### config.mk
export PLATFORM = sky130hd
export DESIGN_NAME = click_gesture_classifier_core
export DESIGN_NICKNAME = d
export VERILOG_FILES = /design/src/design/cgc_pkg.sv /design/src/design/cgc_unit.sv /design/src/design/click_gesture_classifier_core.sv
export SDC_FILE = /design/constraint.sdc
export NUM_CORES = 1
export LEC_CHECK = 0
export ABC_CLOCK_PERIOD_IN_PS = 8000
export BUFFER_PORTS_ARGS = -buffer_cell sky130_fd_sc_hd__buf_2
export CORE_MARGIN = 1
export CORE_UTILIZATION = 61
export DETAILED_ROUTE_END_ITERATION = 7
export GPL_ROUTABILITY_DRIVEN = 0
export PLACE_DENSITY_LB_ADDON = 0.3
export SYNTH_ARGS = -nofsm -noshare
export SYNTH_HDL_FRONTEND = slang
export SYNTH_SLANG_ARGS = --single-unit
### constraint.sdc
create_clock -name clk -period 8 [get_ports clk]
set_clock_uncertainty 0.15 [all_clocks]
set_input_delay 0.8 -clock clk [delete_from_list [all_inputs] [get_ports clk]]
set_output_delay 0.8 -clock clk [all_outputs]
set_load 0.02 [all_outputs]
### src/design/cgc_pkg.sv
package cgc_pkg;

  localparam logic OP_TICK  = 1'b0;
  localparam logic OP_EVENT = 1'b1;

  localparam int CNT_W = 8;
  localparam int CFG_W = 16;
  localparam int BTN_W = 4;
  localparam logic [CFG_W-1:0] WINDOW_RESET = 16'd400;

  typedef enum logic [1:0] {
    GEST_SINGLE = 2'd0,
    GEST_DOUBLE = 2'd1,
    GEST_LONG   = 2'd2
  } gesture_t;

  typedef enum logic [1:0] {
    S_IDLE,
    S_EVENT,
    S_SCAN,
    S_FLUSH
  } state_t;

  typedef struct packed {
    logic is_tick;
    logic is_press;
  } unit_cmd_t;

  typedef struct packed {
    logic     expire;
    gesture_t gesture;
  } unit_status_t;

endpackage

### src/design/cgc_unit.sv
module cgc_unit #(
  parameter int TIMER_WIDTH = 16
) (
  input  cgc_pkg::unit_cmd_t           cmd,
  input  logic [cgc_pkg::CNT_W-1:0]    press_i,
  input  logic [cgc_pkg::CNT_W-1:0]    rel_i,
  input  logic [TIMER_WIDTH-1:0]       cd_i,
  input  logic [TIMER_WIDTH-1:0]       load_i,
  output logic [cgc_pkg::CNT_W-1:0]    press_o,
  output logic [cgc_pkg::CNT_W-1:0]    rel_o,
  output logic [TIMER_WIDTH-1:0]       cd_o,
  output cgc_pkg::unit_status_t        status
);

  localparam logic [cgc_pkg::CNT_W-1:0] CNT_MAX = {cgc_pkg::CNT_W{1'b1}};

  logic active;
  assign active = (press_i != '0);

  always_comb begin
    press_o        = press_i;
    rel_o          = rel_i;
    cd_o           = cd_i;
    status.expire  = 1'b0;
    status.gesture = cgc_pkg::GEST_SINGLE;
    if (cmd.is_tick) begin
      if (active) begin
        if (cd_i > TIMER_WIDTH'(1)) begin
          cd_o = cd_i - TIMER_WIDTH'(1);
        end else begin
          status.expire = 1'b1;
          if (rel_i == '0) begin
            status.gesture = cgc_pkg::GEST_LONG;
          end else if (press_i > cgc_pkg::CNT_W'(1)) begin
            status.gesture = cgc_pkg::GEST_DOUBLE;
          end else begin
            status.gesture = cgc_pkg::GEST_SINGLE;
          end
          press_o = '0;
          rel_o   = '0;
          cd_o    = '0;
        end
      end
    end else if (cmd.is_press) begin
      if (!active) begin
        rel_o = '0;
        cd_o  = load_i;
      end
      if (press_i != CNT_MAX) begin
        press_o = press_i + cgc_pkg::CNT_W'(1);
      end
    end else if (active && (rel_i != CNT_MAX)) begin
      rel_o = rel_i + cgc_pkg::CNT_W'(1);
    end
  end

endmodule

### src/design/click_gesture_classifier_core.sv
// Button event: accepted in IDLE, state updated in the next (S_EVENT); ready again on return to IDLE.
// Tick: each button in turn through the shared update unit (S_SCAN), then a flush state (S_FLUSH);
// the scan holds while an expiring button finds a pending result that cannot move to the output.
// Tick results wait in one pending register and move to the output register at the scan of the
// next expiring button or at flush; the result moved at flush is flagged with out_last.
// rst_n is synchronous, active low: all counts and timers clear, window returns to 400.
module click_gesture_classifier_core #(
  parameter int NUM_BUTTONS = 4,
  parameter int TIMER_WIDTH = 16
) (
  input  logic                        clk,
  input  logic                        rst_n,
  input  logic                        in_valid,
  output logic                        in_ready,
  input  logic                        in_operation,
  input  logic [cgc_pkg::BTN_W-1:0]   in_button,
  input  logic                        in_is_press,
  output logic                        out_valid,
  input  logic                        out_ready,
  output logic [cgc_pkg::BTN_W-1:0]   out_button_id,
  output logic [1:0]                  out_gesture,
  output logic                        out_last,
  input  logic                        cfg_valid,
  output logic                        cfg_ready,
  input  logic [cgc_pkg::CFG_W-1:0]   cfg_data
);

  localparam int IW = (NUM_BUTTONS > 1) ? $clog2(NUM_BUTTONS) : 1;
  localparam int LW = (TIMER_WIDTH > cgc_pkg::CFG_W) ? TIMER_WIDTH : cgc_pkg::CFG_W;
  localparam logic [LW-1:0] TMAX = LW'({TIMER_WIDTH{1'b1}});

  cgc_pkg::state_t state_r, state_nxt;

  logic [cgc_pkg::CFG_W-1:0] window_r;
  logic                      op_r;
  logic [cgc_pkg::BTN_W-1:0] btn_r;
  logic                      press_r;
  logic [IW-1:0]             scan_r, scan_nxt;

  logic [cgc_pkg::CNT_W-1:0] press_cnt_r [NUM_BUTTONS];
  logic [cgc_pkg::CNT_W-1:0] rel_cnt_r   [NUM_BUTTONS];
  logic [TIMER_WIDTH-1:0]    cd_r        [NUM_BUTTONS];

  logic                      pend_vld_r, pend_vld_nxt;
  logic [cgc_pkg::BTN_W-1:0] pend_bid_r;
  cgc_pkg::gesture_t         pend_gest_r;

  logic                      out_valid_r;
  logic [cgc_pkg::BTN_W-1:0] out_bid_r;
  cgc_pkg::gesture_t         out_gest_r;
  logic                      out_last_r;

  logic btn_ok;
  logic [IW-1:0] sel;
  logic out_free;
  logic wr_en;
  logic pend_load;
  logic out_load;
  logic out_load_last;
  logic scan_done;

  logic [LW-1:0]          win_ext;
  logic [TIMER_WIDTH-1:0] load_val;

  cgc_pkg::unit_cmd_t        cmd;
  cgc_pkg::unit_status_t     status;
  logic [cgc_pkg::CNT_W-1:0] press_new, rel_new;
  logic [TIMER_WIDTH-1:0]    cd_new;

  assign in_ready      = (state_r == cgc_pkg::S_IDLE);
  assign cfg_ready     = 1'b1;
  assign out_valid     = out_valid_r;
  assign out_button_id = out_bid_r;
  assign out_gesture   = out_gest_r;
  assign out_last      = out_last_r;

  assign btn_ok    = ({1'b0, btn_r} < (cgc_pkg::BTN_W + 1)'(NUM_BUTTONS));
  assign sel       = (state_r == cgc_pkg::S_EVENT) ? btn_r[IW-1:0] : scan_r;
  assign out_free  = !out_valid_r || out_ready;
  assign scan_done = (scan_r == IW'(NUM_BUTTONS - 1));

  always_comb begin
    win_ext = LW'(window_r);
    if (win_ext > TMAX) begin
      win_ext = TMAX;
    end
    if (win_ext == '0) begin
      win_ext = LW'(1);
    end
    load_val = win_ext[TIMER_WIDTH-1:0];
  end

  assign cmd.is_tick  = (op_r == cgc_pkg::OP_TICK);
  assign cmd.is_press = press_r;

  cgc_unit #(
    .TIMER_WIDTH(TIMER_WIDTH)
  ) u_unit (
    .cmd     (cmd),
    .press_i (press_cnt_r[sel]),
    .rel_i   (rel_cnt_r[sel]),
    .cd_i    (cd_r[sel]),
    .load_i  (load_val),
    .press_o (press_new),
    .rel_o   (rel_new),
    .cd_o    (cd_new),
    .status  (status)
  );

  always_comb begin
    state_nxt = state_r;
    scan_nxt  = scan_r;
    case (state_r)
      cgc_pkg::S_IDLE: begin
        scan_nxt = '0;
        if (in_valid) begin
          state_nxt = (in_operation == cgc_pkg::OP_TICK) ? cgc_pkg::S_SCAN : cgc_pkg::S_EVENT;
        end
      end
      cgc_pkg::S_EVENT: begin
        state_nxt = cgc_pkg::S_IDLE;
      end
      cgc_pkg::S_SCAN: begin
        if (wr_en) begin
          if (scan_done) begin
            state_nxt = cgc_pkg::S_FLUSH;
          end else begin
            scan_nxt = scan_r + IW'(1);
          end
        end
      end
      cgc_pkg::S_FLUSH: begin
        if (!pend_vld_r || out_free) begin
          state_nxt = cgc_pkg::S_IDLE;
        end
      end
      default: begin
        state_nxt = cgc_pkg::S_IDLE;
      end
    endcase
  end

  always_comb begin
    wr_en         = 1'b0;
    pend_load     = 1'b0;
    out_load      = 1'b0;
    out_load_last = 1'b0;
    pend_vld_nxt  = pend_vld_r;
    case (state_r)
      cgc_pkg::S_EVENT: begin
        wr_en = btn_ok;
      end
      cgc_pkg::S_SCAN: begin
        if (!(status.expire && pend_vld_r && !out_free)) begin
          wr_en = 1'b1;
          if (status.expire) begin
            pend_load    = 1'b1;
            out_load     = pend_vld_r;
            pend_vld_nxt = 1'b1;
          end
        end
      end
      cgc_pkg::S_FLUSH: begin
        if (pend_vld_r && out_free) begin
          out_load      = 1'b1;
          out_load_last = 1'b1;
          pend_vld_nxt  = 1'b0;
        end
      end
      default: begin
      end
    endcase
  end

  always_ff @(posedge clk) begin
    if (!rst_n) begin
      state_r     <= cgc_pkg::S_IDLE;
      scan_r      <= '0;
      window_r    <= cgc_pkg::WINDOW_RESET;
      pend_vld_r  <= 1'b0;
      out_valid_r <= 1'b0;
      for (int i = 0; i < NUM_BUTTONS; i++) begin
        press_cnt_r[i] <= '0;
        rel_cnt_r[i]   <= '0;
        cd_r[i]        <= '0;
      end
    end else begin
      state_r    <= state_nxt;
      scan_r     <= scan_nxt;
      pend_vld_r <= pend_vld_nxt;
      if (cfg_valid && cfg_ready) begin
        window_r <= cfg_data;
      end
      if (wr_en) begin
        press_cnt_r[sel] <= press_new;
        rel_cnt_r[sel]   <= rel_new;
        cd_r[sel]        <= cd_new;
      end
      if (out_load) begin
        out_valid_r <= 1'b1;
      end else if (out_ready) begin
        out_valid_r <= 1'b0;
      end
    end
  end

  always_ff @(posedge clk) begin
    if (in_valid && in_ready) begin
      op_r    <= in_operation;
      btn_r   <= in_button;
      press_r <= in_is_press;
    end
    if (out_load) begin
      out_bid_r  <= pend_bid_r;
      out_gest_r <= pend_gest_r;
      out_last_r <= out_load_last;
    end
    if (pend_load) begin
      pend_bid_r  <= cgc_pkg::BTN_W'(scan_r);
      pend_gest_r <= status.gesture;
    end
  end

endmodule
# After elaboration in Yosys (flattened, before gate mapping)
# Memories as Yosys holds them, arrays and structs flattened.
# Cells that the tools add are included.
# word_totals
n_memories	3
in_bits	27
ram_bits	128
regBits	37
# classes
n_reduce_logical	25
n_mux	61
eq_ne	14
addsub	4
bitwise_logic	1
magnitude_cmp	4
# memory_table
name	depth	word_bits	rd	rd_ports_with_merged_regs	write_ports	line	text
cd_r	4	16	1	0	4	click_gesture_classifier_core.sv:42	logic [TIMER_WIDTH-1:0] cd_r [NUM_BUTTONS];
press_cnt_r	4	8	1	0	4	click_gesture_classifier_core.sv:40	logic [cgc_pkg::CNT_W-1:0] press_cnt_r [NUM_BUTTONS];
rel_cnt_r	4	8	1	0	4	click_gesture_classifier_core.sv:41	logic [cgc_pkg::CNT_W-1:0] rel_cnt_r [NUM_BUTTONS];
# ops
operator	n
two-way mux 16 bit	8
two-way mux 8 bit	13
two-way mux 2 bit	12
two-way mux 1 bit	20
adder 8 x 1 -> 8 bit, second input constant	2
greater-than comparator 16 x 1 -> 1 bit, second input constant	1
greater-than comparator 16 bit, second input constant	1
zero test 16 bit	1
inequality test 2 bit, second input constant	8
inequality test 8 bit, second input constant	2
OR reduction 16 bit	1
OR reduction 8 bit	2
subtractor 16 x 1 -> 16 bit, second input constant	1
two-way mux 3 bit	3
greater-than comparator 8 x 1 -> 1 bit, second input constant	1
zero test 8 bit	1
case mux 2 bit (4 select lines)	1
AND reduction 4 bit	2
nonzero test 8 bit	1
== test 2 bit, second input constant	3
case mux 1 bit (2 select lines)	3
nonzero test 2 bit	3
logical AND 1 bit	5
< comparator 4 x 3 -> 1 bit, second input constant	1
other kinds (10)	13

# Longest topological paths before layout
# Gate-level depths: netlist of the first run.
# An unclocked memory read counts as a cell.
# logic_depth
depth_word	18
depth_mapped	18

# By module
# From an unflattened synthesis of the first run, not the netlist that was laid out.
# unflattened
hier_cells	682
hier_area_um2	8578.2
# modules_own_cells
mod	seq_area_each_um2	cells_each	area_each_um2	n_inst
click_gesture_classifier_core	4734.5	471	7206.9	1
cgc_unit	0.0	211	1371.3	1

# Worst setup path after synthesis of the first run
# Ideal clock, no wire load.
# synth_path
path_type	reg-to-reg
startpoint	reg state_r[1]
endpoint	mem cd_r[3][0], enable pin
n_path_buf	4
stages_incl_launch_ff	15
slack_ns	1.862
required_ns	7.384
arrival_ns	5.523
period_less_slack_ns	6.138
path_cell_list	dfxtp_1 > inv_1 > ha_1 > buf_6 > mux2i_4 > buf_2 > buf_6 > mux4_2 > inv_1 > ha_1 > nor4b_4 > and4b_1 > buf_2 > and2_1 > o21ai_0
# synth_rtl
element	line	text
start: declaration	click_gesture_classifier_core.sv:32	cgc_pkg::state_t state_r, state_nxt;
start signal: assignment	click_gesture_classifier_core.sv:177	state_r <= cgc_pkg::S_IDLE;
start signal: assignment	click_gesture_classifier_core.sv:188	state_r <= state_nxt;
end: declaration	click_gesture_classifier_core.sv:42	

==> metrics.cfg, run 1 <==
[worst_hold_path]
holdPathEnd = out_gesture[0]$_DFFE_PP_
hold_start = pend_gest_r[0]$_SDFFCE_PP0P_
hold_path.class = flop to flop
min_path_cells = 0

[setup_path]
r2r_start = state_r[1]$_SDFFE_PN0P_
cp.required_ns = 7.98
r2r_end = cd_r[0][11]$_SDFFCE_PN0P_
r2r_slack_ns = 1.35
reg2regPathDepth = 13
start_kind = flop
cp_data_arrival_time_ns = 6.63
path_class = flop to flop
setup.worst_path.end_class = flop
cp_max_fo = 26

[cells_and_area]
antenna_cells = 0
final_common_cell = nor2_1
fill_cells = 970
layout.cells.non_filler = 981
syn2layout_area_growth_pct = 9.00
mostFrequentLayoutCells = 152 x nor2_1, 143 x edfxtp_1, 64 x nand2_1
drive_gt1_frac = 0.172
multi_input_area_um2 = 3750
fin_nets = 827
seqCellArea_um2 = 4730

[yosys]
postSynthCellCount = 773
syn_avg_cell_area_um2 = 11.4
syn-cell-area_um2 = 8810
synthArstFlopShare = 0
synth-seq-area-share = 0.537
synth_edf_count = 143
synth-main-ff-cell = edfxtp_1
ys_types = 64
ys_ff_latch = 165
ys_warn_count = 0

[sta]
rsz0062_at_grt = false
tns_ns = 0
maxSlewHeadroom = 0.0972
worst_slew_pin_slew_ns = 1.35
hold_ws_ns = 0.278
hold_viol = 0
setup_viol = 0
slew_viol_final = 0
fin_ws_ns = 1.35
period_needed_ns = 6.65
clock.fmax_mhz = 150
period_share = 0.831

[clock_tree]
ctsHoldBuffers = 0
cts.sinks = 165
post_cts_buffers = 0
cts_made_buffers = 17
h-tree-depth = 4
cts_tree = yes
clk_path_buf_depth = 2
clk_latency_ns = 0.43
clockRootBuffer = clkbuf_16
cts_resized = 0
clk_pin_slew_ns = 0.06

[run_status]
status = finished, final reports clean

[drt]
vias = 6470
drt-pass1-iter-count = 7
routed_wl_mm = 21.5
remaining_drc_errors = 0
vias_per_cell = 6.60
drtAntennaViolNets = 0
wl_per_cell_um = 21.9
drt_iter0_markers = 907

[global_route]
grt_pass1_wl_mm = 33.5
grt_max_degree = 39
grt_overflow_total = 0
antenna_found_initial = 0
grt_pass1_vias = 6271
grtUsageTotal = 0.304

[placement]
port_buffers = 33
hpwl_mm = 14.6
dp_slack_ns = 1.55
place_inst = 949

[job]
cap_violations = 0

[die]
rows = 43
fp.dieArea_um2 = 14900
fp.dieW_um = 122
start_util = 0.630
die_y_um = 122
core_um2 = 14000
io_pins = 37

[power_and_ir_drop]
irDropWorstVdd_mv = 0.206
pwr_density_cell_nw_per_um2 = 279
p_leak_nw = 3.55

## cell families after synthesis
group	share of synthesized area
simple gates	0.186
buf+inv	0.0386
fa+ha+maj	0.0170
compound gates	0.0669
flops	0.537
mux	0.140
xor+xnor	0.0129
other cells	0.000852
## flip-flops by register name, indices dropped and copies added, names as in the netlist
name	cells
btn_r	4
op_r	1
pend_bid_r	2
out_last	1
pend_gest_r	2
window_r	16
scan_r	2
cd_r	64
rel_cnt_r	32
press_r	1
out_valid	1
out_button_id	2
out_gesture	2
press_cnt_r	32
pend_vld_r	1
state_r	2
## layer usage
layer / vias to the layer above / GRT usage / share of wire
li1: 2854 / - / -
met1: 3076 / 0.398 / 0.39
met2: 462 / 0.479 / 0.47
met3: 78 / 0.0646 / 0.11
met4: 0 / 0.151 / 0.037
met5: - / 0 / 0
## cell usage after synthesis (15+ instances only)
cell type	count	share of area
buf_2	17	0.0097
clkbuf_1	19	0.0081
dfxtp_1	22	0.050
edfxtp_1	143	0.49
inv_1	25	0.011
mux2i_1	30	0.034
mux4_2	33	0.084
nand2_1	64	0.027
nand3_1	23	0.013
nor2_1	152	0.065
nor2b_1	15	0.011
o21ai_0	15	0.0085
## layout make-up
type	instances	share of cell area
well taps	180	0.0234
inverters	25	0.00977
repair buffers	41	0.0234
flip-flops and latches	165	0.493
clock inverters	6	0.00404
multi-input cells	538	0.390
clock buffers	26	0.0565
## worst max path at each step
stage	to	slack [ns]	start
floorplan	cd_r[3][0]$_DFFE_PP_	1.86	state_r[1]$_SDFFE_PN0P_
global placement	cd_r[0][11]$_SDFFCE_PN0P_	1.79	state_r[1]$_SDFFE_PN0P_
detailed placement	cd_r[0][12]$_SDFFCE_PN0P_	1.55	state_r[1]$_SDFFE_PN0P_
CTS	cd_r[0][8]$_SDFFCE_PN0P_	1.51	state_r[1]$_SDFFE_PN0P_
global route	cd_r[0][9]$_SDFFCE_PN0P_	1.06	state_r[1]$_SDFFE_PN0P_
finish	cd_r[0][11]$_SDFFCE_PN0P_	1.35	state_r[1]$_SDFFE_PN0P_
## metrics by stage
stage / utilization / cell area [um2] / power (mW)
floorplan: - / 8820 / 1.68
global placement: 0.645 / 9020 / 1.83
detailed placement: 0.645 / 9020 / 1.87
CTS: 0.687 / 9610 / 2.66
global route: 0.687 / 9610 / 2.78
finish: 0.687 / 9610 / 2.68
## report_power, final
part           leakage (nW)  total [mW]  internal, mW  switching (mW)
logic                  1.62       0.835         0.298           0.537
registers              1.64        1.05          1.00          0.0414
clock network         0.290       0.802         0.470           0.332
total                  3.55        2.68          1.77           0.911
## worst max-delay path: stages, from the launching register on
cell     delay (ns)
dfxtp_1        0.34
inv_1          0.10
ha_1           0.41
mux2_2         0.74
buf_4          0.39
mux4_2         0.39
inv_1          0.12
ha_1           0.32
nor4b_4        0.69
and4b_1        0.39
nand2_1        0.14
nand2_1        0.52
nand2_1        1.25
buf_4          0.35
No activity file was read; power rests on OpenSTA's default activity.
==> run 2: changes to the inputs <==
Settings changed: ABC_CLOCK_PERIOD_IN_PS 8000 to 6400.
Clock period 8 ns to 6.4 ns, I/O delays scaled along.
==> metrics.cfg, run 2 (synthesis results as in run 1) <==
[run_status]
status = finished, final reports clean  ; unchanged

[setup_path]
setup.worst_path.end_class = flop  ; unchanged
cp_max_fo = 44  ; was 26
cp.required_ns = 6.44  ; was 7.98 ns
crit_path_top_delay_cell = mux2_2  ; was nand2_1
cp_data_arrival_time_ns = 5.68  ; was 6.63 ns
start_kind = flop  ; unchanged
path_class = flop to flop  ; unchanged
max_stage_delay_ns = 1.03  ; was 1.25 ns
path_delay_family = multiplexers  ; was simple AND/OR/NAND/NOR gates
crit_chain = inv_1 -> ha_1 -> mux2_2 -> mux4_2 -> inv_1 -> ha_1 -> nor2_1 -> nor4_1 -> and4b_1 -> a21o_2 -> or3_4 -> nand2_1 -> buf_12  ; was inv_1 -> ha_1 -> mux2_2 -> buf_4 -> mux4_2 -> inv_1 -> ha_1 -> nor4b_4 -> and4b_1 -> nand2_1 -> nand2_1 -> nand2_1 -> buf_4
critPathBufInv = 3  ; was 4

[clock_tree]
clk_path_buf_depth = 2  ; unchanged
cts_made_buffers = 17  ; unchanged
ctsHoldBuffers = 0  ; unchanged
clockRootBuffer = clkbuf_16  ; unchanged
cts_resized = 0  ; unchanged
cts.sinks = 165  ; unchanged
cts_tree = yes  ; unchanged
post_cts_buffers = 0  ; unchanged
h-tree-depth = 4  ; unchanged
clk_latency_ns = 0.45  ; was 0.43 ns
clk_pin_slew_ns = 0.06  ; about the same

[cells_and_area]
syn2layout_area_growth_pct = 9.82  ; was 9.00%
final_common_cell = nor2_1  ; unchanged
largest-register = cd_r  ; unchanged
layout.cells.non_filler = 985  ; was 981
antenna_cells = 0  ; unchanged
largest_reg_flops = 64  ; unchanged
drive_gt1_frac = 0.176  ; was 0.172
mostFrequentLayoutCells = 152 x nor2_1, 143 x edfxtp_1, 64 x nand2_1  ; unchanged
final_core_util = 0.692  ; was 0.687
stdcell_area_um2 = 9680  ; was 9610 um2
largest_registers = cd_r x64, press_cnt_r x32, rel_cnt_r x32  ; unchanged
fin_nets = 831  ; was 827

[global_route]
grt_pass1_vias = 6145  ; was 6271
grt_pass1_wl_mm = 33.1  ; was 33.5 mm
grtUsageTotal = 0.303  ; was 0.304
antenna_found_initial = 1  ; was 0
grt_overflow_total = 0  ; unchanged
grt_max_degree = 45  ; was 39

[drt]
drtAntennaViolNets = 0  ; unchanged
drt-pass1-iter-count = 7  ; unchanged
vias = 6595  ; was 6470
drt_iter0_markers = 891  ; was 907
routed_wl_mm = 21.4  ; was 21.5 mm
remaining_drc_errors = 0  ; unchanged
wl_per_cell_um = 21.7  ; was 21.9 um
vias_per_cell = 6.70  ; was 6.60

[placement]
place_inst = 953  ; was 949
hpwl_mm = 14.6  ; about the same
place_area_um2 = 9070  ; was 9020 um2
dp_slack_ns = 0.850  ; was 1.55 ns
port_buffers = 33  ; unchanged

[die]
rows = 43  ; unchanged
core_um2 = 14000  ; unchanged
start_util = 0.630  ; unchanged
fp.dieW_um = 122  ; unchanged
io_pins = 37  ; unchanged
fp.dieArea_um2 = 14900  ; unchanged
die_y_um = 122  ; unchanged

[job]
cap_violations = 0  ; unchanged

[sta]
period_share = 0.882  ; was 0.831
maxSlewHeadroom = 0.221  ; was 0.0972
clock.fmax_mhz = 177  ; was 150 MHz
period_needed_ns = 5.64  ; was 6.65 ns
slew_viol_final = 0  ; unchanged
fin_ws_ns = 0.758  ; was 1.35 ns
tns_ns = 0  ; unchanged
worst_slew_pin_slew_ns = 1.17  ; was 1.35 ns
hold_ws_ns = 0.215  ; was 0.278 ns
rsz0062_at_grt = false  ; unchanged
setup_viol = 0  ; unchanged
hold_viol = 0  ; unchanged

[power_and_ir_drop]
irDropWorstVdd_mv = 0.225  ; was 0.206 mV
pwr_density_cell_nw_per_um2 = 354  ; was 279 nW/um2
p_leak_nw = 3.58  ; was 3.55 nW
power_mw = 3.42  ; was 2.68 mW

[worst_hold_path]
hold_path.class = input port to flop  ; was flop to flop

-- run 2: routing by layer --
metal,wire length [um],GRT usage,vias up
met3,2390,0.0885,84
li1,-,-,2875
met2,9930,0.467,448
met5,0,0,-
met4,772,0.133,0
met1,8310,0.399,3188
-- run 2: power by group --
group	switching (mW)	internal [mW]	total [mW]	leakage (nW)
combinational	0.665	0.377	1.04	1.64
clock	0.425	0.648	1.07	0.298
sequential	0.0526	1.25	1.31	1.64
-- run 2: final cells by class --
type	instances	area, um2
timing repair buffer	45	268
multi-input combinational	538	3750
clock inverter	15	186
inverter	25	93.8
tap	180	225
clock buffer	17	425
fill	950	4310
sequential	165	4730
-- run 2: worst paths after layout --
| check | slack, ns | depth (start not counted) | startpoint | endpoint |
|---|---|---|---|---|
| worst max register to register | 0.76 | 13 | state_r[1]$_SDFFE_PN0P_ | press_cnt_r[1][1]$_SDFFCE_PN0P_ |
| worst min-delay path | 0.21 | 1 | in_button[2] | btn_r[2]$_DFFE_PP_ |
| worst max-delay path | 0.76 | 13 | state_r[1]$_SDFFE_PN0P_ | press_cnt_r[1][1]$_SDFFCE_PN0P_ |
| worst min register to register | 0.27 | 0 | pend_gest_r[0]$_SDFFCE_PP0P_ | out_gesture[0]$_DFFE_PP_ |
==> run 3: changes to the inputs <==
==> constraint.sdc (replaced) <==
create_clock -name clk -period 6.4 [get_ports clk]
set_clock_uncertainty 0.15 [all_clocks]
set_input_delay 0.32 -clock clk [delete_from_list [all_inputs] [get_ports clk]]
set_output_delay 0.32 -clock clk [all_outputs]
set_load 0.02 [all_outputs]
==> metrics.cfg, run 3 (synthesis results as in run 1) <==
[setup_path]
setup.worst_path.end_class = flop  ; unchanged
r2r_start = state_r[1]$_SDFFE_PN0P_  ; unchanged
cp_max_fo = 44  ; unchanged
path_class = flop to flop  ; unchanged
start_kind = flop  ; unchanged
max_stage_delay_ns = 1.03  ; about the same
cp.required_ns = 6.44  ; about the same
r2r_end = cd_r[1][13]$_SDFFCE_PN0P_  ; was press_cnt_r[1][1]$_SDFFCE_PN0P_
r2r_slack_ns = 0.71  ; was 0.76 ns
crit_chain = inv_1 -> ha_1 -> mux2_2 -> mux4_2 -> inv_1 -> ha_1 -> nor2_1 -> nor4_1 -> and4b_1 -> a21o_2 -> or3_4 -> nand2_1 -> buf_12  ; unchanged
cp_data_arrival_time_ns = 5.73  ; was 5.68 ns
reg2regPathDepth = 13  ; unchanged
crit_path_top_delay_cell = mux2_2  ; unchanged

[clock_tree]
clk_latency_ns = 0.45  ; about the same
h-tree-depth = 4  ; unchanged
clockRootBuffer = clkbuf_16  ; unchanged
clk_path_buf_depth = 2  ; unchanged
clk_pin_slew_ns = 0.06  ; about the same
cts_made_buffers = 17  ; unchanged
cts_tree = yes  ; unchanged
post_cts_buffers = 0  ; unchanged
cts_resized = 0  ; unchanged
cts.sinks = 165  ; unchanged

[die]
io_pins = 37  ; unchanged
core_um2 = 14000  ; unchanged
fp.dieW_um = 122  ; unchanged
start_util = 0.630  ; unchanged
fp.dieArea_um2 = 14900  ; unchanged
rows = 43  ; unchanged
die_y_um = 122  ; unchanged

[global_route]
grt_pass1_vias = 6329  ; was 6145
grt_use_met1 = 0.396  ; was 0.399
grtUsageTotal = 0.308  ; was 0.303
grt_most_used_layer = met2  ; unchanged
grt_pass1_wl_mm = 33.7  ; was 33.1 mm
grt_max_degree = 45  ; unchanged
antenna_found_initial = 1  ; unchanged
grt_overflow_total = 0  ; unchanged
met3_usage = 0.0904  ; was 0.0885
grt_use_met2 = 0.483  ; was 0.467

[power_and_ir_drop]
irDropWorstVdd_mv = 0.225  ; about the same
pwr_density_cell_nw_per_um2 = 350  ; was 354 nW/um2
p_leak_nw = 3.64  ; was 3.58 nW

[drt]
drt_iter0_markers = 818  ; was 891
routed_wl_mm = 21.9  ; was 21.4 mm
wl_per_cell_um = 22.0  ; was 21.7 um
drt-pass1-iter-count = 8  ; was 7
vias = 6672  ; was 6595
drtAntennaViolNets = 0  ; unchanged
vias_per_cell = 6.68  ; was 6.70
remaining_drc_errors = 14  ; was 0

[placement]
place_inst = 953  ; unchanged
place_area_um2 = 9070  ; unchanged
port_buffers = 33  ; unchanged
hpwl_mm = 14.6  ; unchanged

[run_status]
status = finished, violations left  ; was finished, final reports clean
violations = design-rule violations

[worst_hold_path]
hold_path.class = input port to flop  ; unchanged
min_path_cells = 3  ; was 1
hold_start = cfg_data[9]  ; was in_button[2]
holdPathEnd = window_r[9]$_SDFFE_PN0P_  ; was btn_r[2]$_DFFE_PP_

[cells_and_area]
antenna_cells = 0  ; unchanged
layout.cells.non_filler = 999  ; was 985
stdcell_area_um2 = 9820  ; was 9680 um2
largest_reg_flops = 64  ; unchanged
mostFrequentLayoutCells = 152 x nor2_1, 143 x edfxtp_1, 64 x nand2_1  ; unchanged
fill_cells = 930  ; was 950
syn2layout_area_growth_pct = 11.4  ; was 9.82%
largest_registers = cd_r x64, press_cnt_r x32, rel_cnt_r x32  ; unchanged
largest-register = cd_r  ; unchanged
final_common_cell = nor2_1  ; unchanged
fin_nets = 845  ; was 831
drive_gt1_frac = 0.173  ; was 0.176

[sta]
tns_ns = 0  ; unchanged
hold_ws_ns = 0.00562  ; was 0.215 ns
hold_viol = 0  ; unchanged
setup_viol = 0  ; unchanged
maxSlewHeadroom = 0.219  ; was 0.221
period_share = 0.888  ; was 0.882
worst_slew_pin_slew_ns = 1.17  ; about the same
period_needed_ns = 5.69  ; was 5.64 ns
slew_viol_final = 0  ; unchanged
rsz0062_at_grt = false  ; unchanged
clock.fmax_mhz = 176  ; was 177 MHz

[job]
cap_violations = 0  ; unchanged

-- run 3: cell types whose count changed in the layout (fill, tap and decap cells not counted), sizes merged --
cell / previous run / this run
dlygate4sd3: 0 / 14
-- run 3: how the worst max path moves through the flow --
stage / slack [ns] / end / startpoint / depth (start not counted)
after global routing: 0.38 / cd_r[1][13]$_SDFFCE_PN0P_ / state_r[1]$_SDFFE_PN0P_ / 13
final: 0.71 / cd_r[1][13]$_SDFFCE_PN0P_ / state_r[1]$_SDFFE_PN0P_ / 13
after global placement: 1.10 / cd_r[1][10]$_SDFFCE_PN0P_ / state_r[1]$_SDFFE_PN0P_ / 13
after floorplan: 0.26 / cd_r[3][0]$_DFFE_PP_ / state_r[1]$_SDFFE_PN0P_ / 14
after detailed placement: 0.85 / cd_r[1][4]$_SDFFCE_PN0P_ / state_r[1]$_SDFFE_PN0P_ / 13
after CTS: 0.78 / cd_r[1][13]$_SDFFCE_PN0P_ / state_r[1]$_SDFFE_PN0P_ / 13
-- run 3: what timing repair did --
item | CTS | global route
endpoints found under the hold margin | 13 | 1
setup endpoints to repair | 0 | 0
hold buffers | 13 | 1
-- run 3: power by group --
group | total [mW] | switching (mW) | internal, mW | leakage (nW)
Sequential | 1.31 | 0.0532 | 1.25 | 1.64
Clock | 1.07 | 0.425 | 0.648 | 0.298
Combinational | 1.05 | 0.670 | 0.382 | 1.70
Total | 3.43 | 1.15 | 2.28 | 3.64
-- run 3: routing by layer --
layer | vias up | wire length, um
li1 | 2905 | -
met1 | 3260 | 8680
met2 | 430 | 10400
met3 | 77 | 2140
met4 | 0 | 724
met5 | - | 0
-- run 3: worst max-delay path: cells and delay by family, from the launching register on --
kind,cells,cell delay [ns]
AO/OA/AOI/OAI,1,0.39
adder cells (fa/ha/maj),2,0.63
buffers and inverters,3,0.52
flip-flops,1,0.34
multiplexers,2,1.69
AND/OR/NAND/NOR,5,1.67
-- run 3: area by class of cell --
cell class / instances / area [um2] / share of cell area
tap: 180 / 225 / 0.0229
inverter: 25 / 93.8 / 0.00956
timing repair buffer: 59 / 408 / 0.0415
clock buffer: 17 / 425 / 0.0433
sequential: 165 / 4730 / 0.482
clock inverter: 15 / 186 / 0.0190
multi-input combinational: 538 / 3750 / 0.381
-- run 3: through the flow --
stage                     power [mW]  setup WS, ns   util
after floorplan                 2.10         0.262      -
after global placement          2.30          1.10  0.648
after detailed placement        2.34         0.850  0.648
after CTS                       3.40         0.776  0.701
after global routing            3.56         0.380  0.702
final                           3.43         0.714  0.702
